**src/hdl/tilemap_text_console_unit_macros.svh**
```systemverilog
// Assertion macros for the tile map text console.
// Used by the top level; relies on i_clk and i_rst_n being in scope.
`ifndef TILEMAP_TEXT_CONSOLE_UNIT_MACROS_SVH
`define TILEMAP_TEXT_CONSOLE_UNIT_MACROS_SVH

// Check on every clock edge once reset is released.
`define TMC_ASSERT(lbl, prop, msg) \
    lbl: assert property (@(posedge i_clk) disable iff (!i_rst_n) prop) else $error(msg);

// Check on every clock edge, reset included.
`define TMC_ASSERT_ALWAYS(lbl, prop, msg) \
    lbl: assert property (@(posedge i_clk) prop) else $error(msg);

`endif

```
**src/hdl/tmc_pkg.sv**
```systemverilog
// Shared types and constants for the tile map text console.
// No dependencies; used by tmc_ctrl, tmc_dpath and the top level.
package tmc_pkg;

    // Map geometry limits
    localparam int MAX_WIDTH_LOG2  = 6;
    localparam int MAX_HEIGHT_LOG2 = 6;
    localparam int COL_W  = MAX_WIDTH_LOG2;
    localparam int ROW_W  = MAX_HEIGHT_LOG2;
    localparam int ADDR_W = MAX_WIDTH_LOG2 + MAX_HEIGHT_LOG2;
    localparam int TILE_W = 18;

    // Console operations
    localparam logic [2:0] ACT_CHAR  = 3'd0;
    localparam logic [2:0] ACT_MOVE  = 3'd1;
    localparam logic [2:0] ACT_CLS   = 3'd2;
    localparam logic [2:0] ACT_CLL   = 3'd3;
    localparam logic [2:0] ACT_PAL   = 3'd4;
    localparam logic [2:0] ACT_XCHG  = 3'd5;
    localparam logic [2:0] ACT_READ  = 3'd6;

    // Character codes
    localparam logic [7:0] CODE_NEWLINE = 8'h0A;
    localparam logic [7:0] CODE_FIRST   = 8'h20;
    localparam logic [7:0] CODE_COUNT   = 8'h60;
    localparam logic [15:0] SCROLL_STEP = 16'd8;
    localparam logic [7:0] PAL_LIMIT    = 8'd4;

    // Register indexes
    localparam logic [2:0] REG_WIDTH_LOG2    = 3'd0;
    localparam logic [2:0] REG_HEIGHT_LOG2   = 3'd1;
    localparam logic [2:0] REG_SCROLL_ENABLE = 3'd2;
    localparam logic [2:0] REG_VISIBLE_ROWS  = 3'd3;
    localparam logic [2:0] REG_FONT_COL_BASE = 3'd4;
    localparam logic [2:0] REG_FONT_ROW_BASE = 3'd5;
    localparam logic [2:0] REG_BLANK_TILE    = 3'd6;
    localparam logic [2:0] REG_V_SCROLL      = 3'd7;

    typedef struct packed {
        logic [2:0]        width_log2;
        logic [2:0]        height_log2;
        logic              scroll_enable;
        logic [5:0]        visible_rows;
        logic [7:0]        font_col_base;
        logic [7:0]        font_row_base;
        logic [TILE_W-1:0] blank_tile;
        logic [15:0]       v_scroll_start;
    } t_cfg;

    // Controller to datapath
    typedef struct packed {
        logic cap;   // capture input transfer and cursor snapshot
        logic exec;  // perform the operation
        logic clr;   // write one blank tile of the sweep
        logic load;  // load the result register
    } t_cmd;

    // Datapath to controller
    typedef struct packed {
        logic sweep;     // operation needs a clear sweep
        logic rd;        // operation reads the tile store
        logic last;      // sweep at its final entry
        logic out_free;  // result register can take a value
    } t_sts;

endpackage

```
**src/hdl/tmc_ctrl.sv**
```systemverilog
// Sequencing controller for the tile map text console.
// Depends on tmc_pkg for the command and status structs.
module tmc_ctrl (
    input  logic          i_clk,
    input  logic          i_rst_n,
    input  logic          i_in_valid,
    input  tmc_pkg::t_sts i_sts,
    output logic          o_in_stall,
    output tmc_pkg::t_cmd o_cmd
);

    localparam logic [1:0] ST_IDLE  = 2'd0;
    localparam logic [1:0] ST_EXEC  = 2'd1;
    localparam logic [1:0] ST_CLEAR = 2'd2;
    localparam logic [1:0] ST_DONE  = 2'd3;

    logic [1:0] r_state;
    logic [1:0] n_state;

    assign o_in_stall = (r_state != ST_IDLE);

    // Next state and commands
    always_comb begin
        n_state = r_state;
        o_cmd   = '0;
        unique case (r_state)
            ST_IDLE: begin
                if (i_in_valid) begin
                    o_cmd.cap = 1'b1;
                    n_state   = ST_EXEC;
                end
            end
            ST_EXEC: begin
                o_cmd.exec = 1'b1;
                if (i_sts.sweep) begin
                    n_state = ST_CLEAR;
                end else if (i_sts.rd) begin
                    n_state = ST_DONE;
                end else if (i_sts.out_free) begin
                    o_cmd.load = 1'b1;
                    n_state    = ST_IDLE;
                end else begin
                    n_state = ST_DONE;
                end
            end
            ST_CLEAR: begin
                o_cmd.clr = 1'b1;
                if (i_sts.last) begin
                    n_state = ST_DONE;
                end
            end
            ST_DONE: begin
                if (i_sts.out_free) begin
                    o_cmd.load = 1'b1;
                    n_state    = ST_IDLE;
                end
            end
            default: n_state = ST_IDLE;
        endcase
    end

    always_ff @(posedge i_clk) begin
        if (!i_rst_n) begin
            r_state <= ST_IDLE;
        end else begin
            r_state <= n_state;
        end
    end

endmodule

```
**config.mk**
```make
export PLATFORM = sky130hd
export DESIGN_NAME = tmc_ctrl
export DESIGN_NICKNAME = d
export VERILOG_FILES = /design/src/hdl/tilemap_text_console_unit_macros.svh /design/src/hdl/tmc_pkg.sv /design/src/hdl/tmc_ctrl.sv
export SDC_FILE = /design/constraint.sdc
export NUM_CORES = 1
export LEC_CHECK = 0
export BUFFER_PORTS_ARGS = -buffer_cell sky130_fd_sc_hd__buf_2
export CORE_AREA = 2 2 39 41
export CTS_BUF_LIST = sky130_fd_sc_hd__clkbuf_16
export DETAILED_ROUTE_END_ITERATION = 10
export DIE_AREA = 0 0 41 43
export GPL_ROUTABILITY_DRIVEN = 1
export SLEW_MARGIN = 20
export SYNTH_ARGS = -nofsm -noshare
export SYNTH_HDL_FRONTEND = slang
export SYNTH_SLANG_ARGS = --single-unit
```
**constraint.sdc**
```tcl
create_clock -name i_clk -period 1.67 [get_ports i_clk]
set_input_delay 0.501 -clock i_clk [delete_from_list [all_inputs] [get_ports i_clk]]
set_output_delay 0.501 -clock i_clk [all_outputs]
set_load 0.02 [all_outputs]
```
# Word level (Yosys, flattened, before mapping)

Index checks and enable logic that the tools add are counted.

Eq/ne operators: 6
Multiplexer cells: 15
Reduce and logical (&&, ||, !) cells: 3

Operator list:

| operator           | number |
|---|---|
| $mux 2             | 6 |
| $pmux 2 s4         | 1 |
| $mux 1             | 7 |
| $ne 2x2->1 const B | 3 |
| $eq 2x2->1 const B | 2 |
| $reduce_and 3->1   | 1 |
| $eq 2x1->1 const B | 1 |
| $logic_not 2->1    | 1 |
| $pmux 1 s2         | 1 |
| $reduce_bool 2->1  | 1 |

Input port bits: 7
Bits in registers: 2
Output and inout port bits: 5
Logic and storage cells: 25

# Longest topological paths before layout

Depth after elaboration: 4
Depth in mapped cells: 3

# Worst setup path after synthesis

OpenSTA, ideal clock, no wires.

Path kind: register to output
Start point: register r_state[0]
End point: output o_cmd[3] in the netlist's numbering
Path slack: 0.168 ns
Stages on the path, launching flop included: 3
Arrival: 1.001 ns
Path buffers: 0
Path through: dfxtp_1 > or2_2 > nor2_1

RTL lines:

| item                     | line           | text |
|---|---|---|
| start: declaration       | tmc_ctrl.sv:17 | `logic [1:0] r_state;` |
| start signal: assignment | tmc_ctrl.sv:66 | `r_state <= n_state;` |
| end: declaration         | tmc_ctrl.sv:9  | `output tmc_pkg::t_cmd o_cmd` |

==> results by group <==
Clocking
  • Hold Buf Count CTS: 0
  • Later-pin clock latency in the skew report: 220 ps
  • CTS root buf: clkbuf_16
  • CTS Buf Count: 3
  • Post-cts sizing count: 0
  • CTS tree: done
  • H-tree levels: 1
  • Post-CTS Setup Bufs: 0
  • Clk sink count: 2
  • Max clock buf depth: 2
  • CTS clock-pin slew for the worst setup and hold paths: 30 ps

Die
  • Initial Util: 0.09584
  • Die height: 43 microns
  • Io pins: 12
  • Site Rows: 14
  • Die Width: 41 microns
  • Core Box Area: 0.001384 sq mm
  • Die Area: 0.001763 sq mm

Pwr
  • Max VDD drop: 0.3426 mV
  • Comb power frac: 0.149
  • Leakage power: 0.1651 nW
  • Internal cell power: 0.3940 mW
  • Clock power frac: 0.723
  • Sw Ratio: 0.1962
  • Reg power frac: 0.128
  • Switch Pwr: 0.09619 mW
  • P per Cell Area: 1703 mW/mm^2

Critical path
  • Req. time, crit path: 1170 ps
  • Nature of the critical path startpoint: register
  • CP max FO: 6
  • Worst R2R End: r_state[0]
  • CP bufs+invs: 1
  • Slowest CP cell: dfxtp_1
  • Worst setup EP type: output pin
  • Max stage delay on crit path: 340 ps
  • CP Capture Point: o_cmd[3]
  • Delay-heaviest family, CP: simple AND/OR/NAND/NOR gates
  • Reg2Reg Setup Slack: 650 ps
  • Critical path origin: r_state[0]
  • Crit Path Class: register to output pin
  • Crit path cell chain: or2_4 > nor2_1 > buf_4
  • Crit path DAT: 1050 ps
  • Worst reg2reg path depth: 3
  • CP Depth: 3

Routing
  • DRT Pass-1 Iters: 2
  • Post-Route WL: 364 microns
  • DRC Markers: 0
  • Final antenna-violating net count: 0
  • 1st-iter DRT viols: 3
  • Wire length per cell: 7.745 microns
  • Vias post-DR: 163
  • Vias per inst: 3.468

Global route
  • Pin count of the biggest net entering global routing: 8
  • GRT Overall Usage: 0.05806
  • First-pass GRT wire length: 558 microns
  • Initial antenna violation count: 0
  • Vias in the first global route: 154
  • Gr ovfl total: 0

STA
  • Worst-case clock skew: 2.538 ps
  • Setup TNS: 0 ps
  • Final worst-path cycle share: 0.9280
  • Final Max Slew Viols: 0
  • Final hold violations: 0
  • Relative slew slack: 0.8659
  • Slew @ Worst Pin: 200.7 ps
  • Final setup fails: 0
  • Period minus WS final: 1550 ps
  • Maximum clock rate: 0.6452 GHz
  • RSZ-0062 raised after global routing: false

Min path
  • Hold Path Origin: i_rst_n
  • Hold Path Class: input pin to register

Final layout
  • Most frequent cells in the layout: buf_2, nor2_1, clkbuf_16
  • Most common cell after layout, fill and taps aside: buf_2
  • Share of post-route cells with drive strength above 1: 0.5161
  • Diode count: 0
  • Layout Cells excl Fill: 47
  • Area Growth Syn to Fin: 117.0%
  • Final nets: 40
  • Fin util: 0.2080
  • Final Instance Area: 287.8 sq um

Logic synthesis
  • Synth unique cells: 13
  • Cell Area, Synth: 132.6 sq um
  • FF+latch count, synth: 2
  • Synth warn: 0
  • Syn Nets: 24
  • Syn Area/Cell: 7.802 sq um
  • Cells after Synth: 17
  • Sequential fraction of the synthesis area: 0.3019

Placed design
  • DP Cell Count: 44
  • # port buffers: 11
  • Placement Cell Area: 207.7 sq um
  • Gpl congestion: 0.4440

Flow run
  • Max cap viols: 0

Status
  • Outcome: complete, no violations
## kinds of logic after synthesis
group	count (synthesis)	synth area share
AOI/OAI and AO/OA	3	0.1981
buffers and inverters	2	0.05662
DFF	2	0.3019
muxes	1	0.07547
and+or+nand+nor	9	0.3680
## per-stage QoR
| stage | setup slack [ps] | power [mW] | hold slack (ps) |
|---|---|---|---|
| after floorplan | 168.0 | 0.1063 | 561.6 |
| after global placement | 136.3 | 0.1318 | 602.1 |
| after detailed placement | 143.4 | 0.1324 | 607.1 |
| after CTS | 34.93 | 0.4930 | 535.2 |
| after global routing | 44.87 | 0.5143 | 562.4 |
| final | 120.2 | 0.4902 | 530.6 |
## final cells by class
class / count / area, sq um
repair buffers: 11 / 57.56
multi-input cells: 13 / 87.58
fillers: 158 / 1096
well taps: 16 / 20.02
flip-flops and latches: 2 / 40.04
inverters: 2 / 7.507
clock buffers: 3 / 75.07
## layer usage
metal | share of wire | global-route usage | vias to the layer above
met1 | 0.41 | 0.03822 | 66
met4 | 0.025 | 0.06000 | 0
met5 | 0 | 0 | -
li1 | - | - | 87
met3 | 0.15 | 0.07853 | 2
met2 | 0.41 | 0.06875 | 8
## tightest hold or removal path: cells and delay by family
family	cells	cell delay, ps
buf+inv	1	110
simple gates	2	80
## synth_stat cells
| library cell | instances | area (sq um) |
|---|---|---|
| nor3b_1 | 1 | 7.510 |
| nand2b_1 | 1 | 6.260 |
| mux2i_1 | 1 | 10.01 |
| and2b_1 | 1 | 7.510 |
| nand2_1 | 1 | 3.750 |
| nor2_1 | 3 | 11.26 |
| a41o_2 | 1 | 11.26 |
| or2_2 | 1 | 6.260 |
| dfxtp_1 | 2 | 40.04 |
| o211a_1 | 1 | 10.01 |
| inv_1 | 2 | 7.510 |
| o21ai_0 | 1 | 5.000 |
| nor2b_1 | 1 | 6.260 |
## how the worst min path moves through the flow
| stage | to | cells after the start |
|---|---|---|
| 6_report | register | 3 |
| 5_1_grt | register | 3 |
| 4_1_cts | register | 3 |
| 3_5_place_dp | r_state[0] | 1 |
| 3_3_place_gp | register | 2 |
| 2_1_floorplan | r_state[0] | 1 |
## power groups by stage
stage	logic, mW	registers, mW	clock network [mW]
CTS	0.0695	0.0626	0.361
finish	0.0729	0.0629	0.354
detailed placement	0.0692	0.0632	0
global route	0.0803	0.0642	0.370
floorplan	0.0451	0.0612	0
global placement	0.0687	0.0631	0
Power figures use the tool's default switching activity.
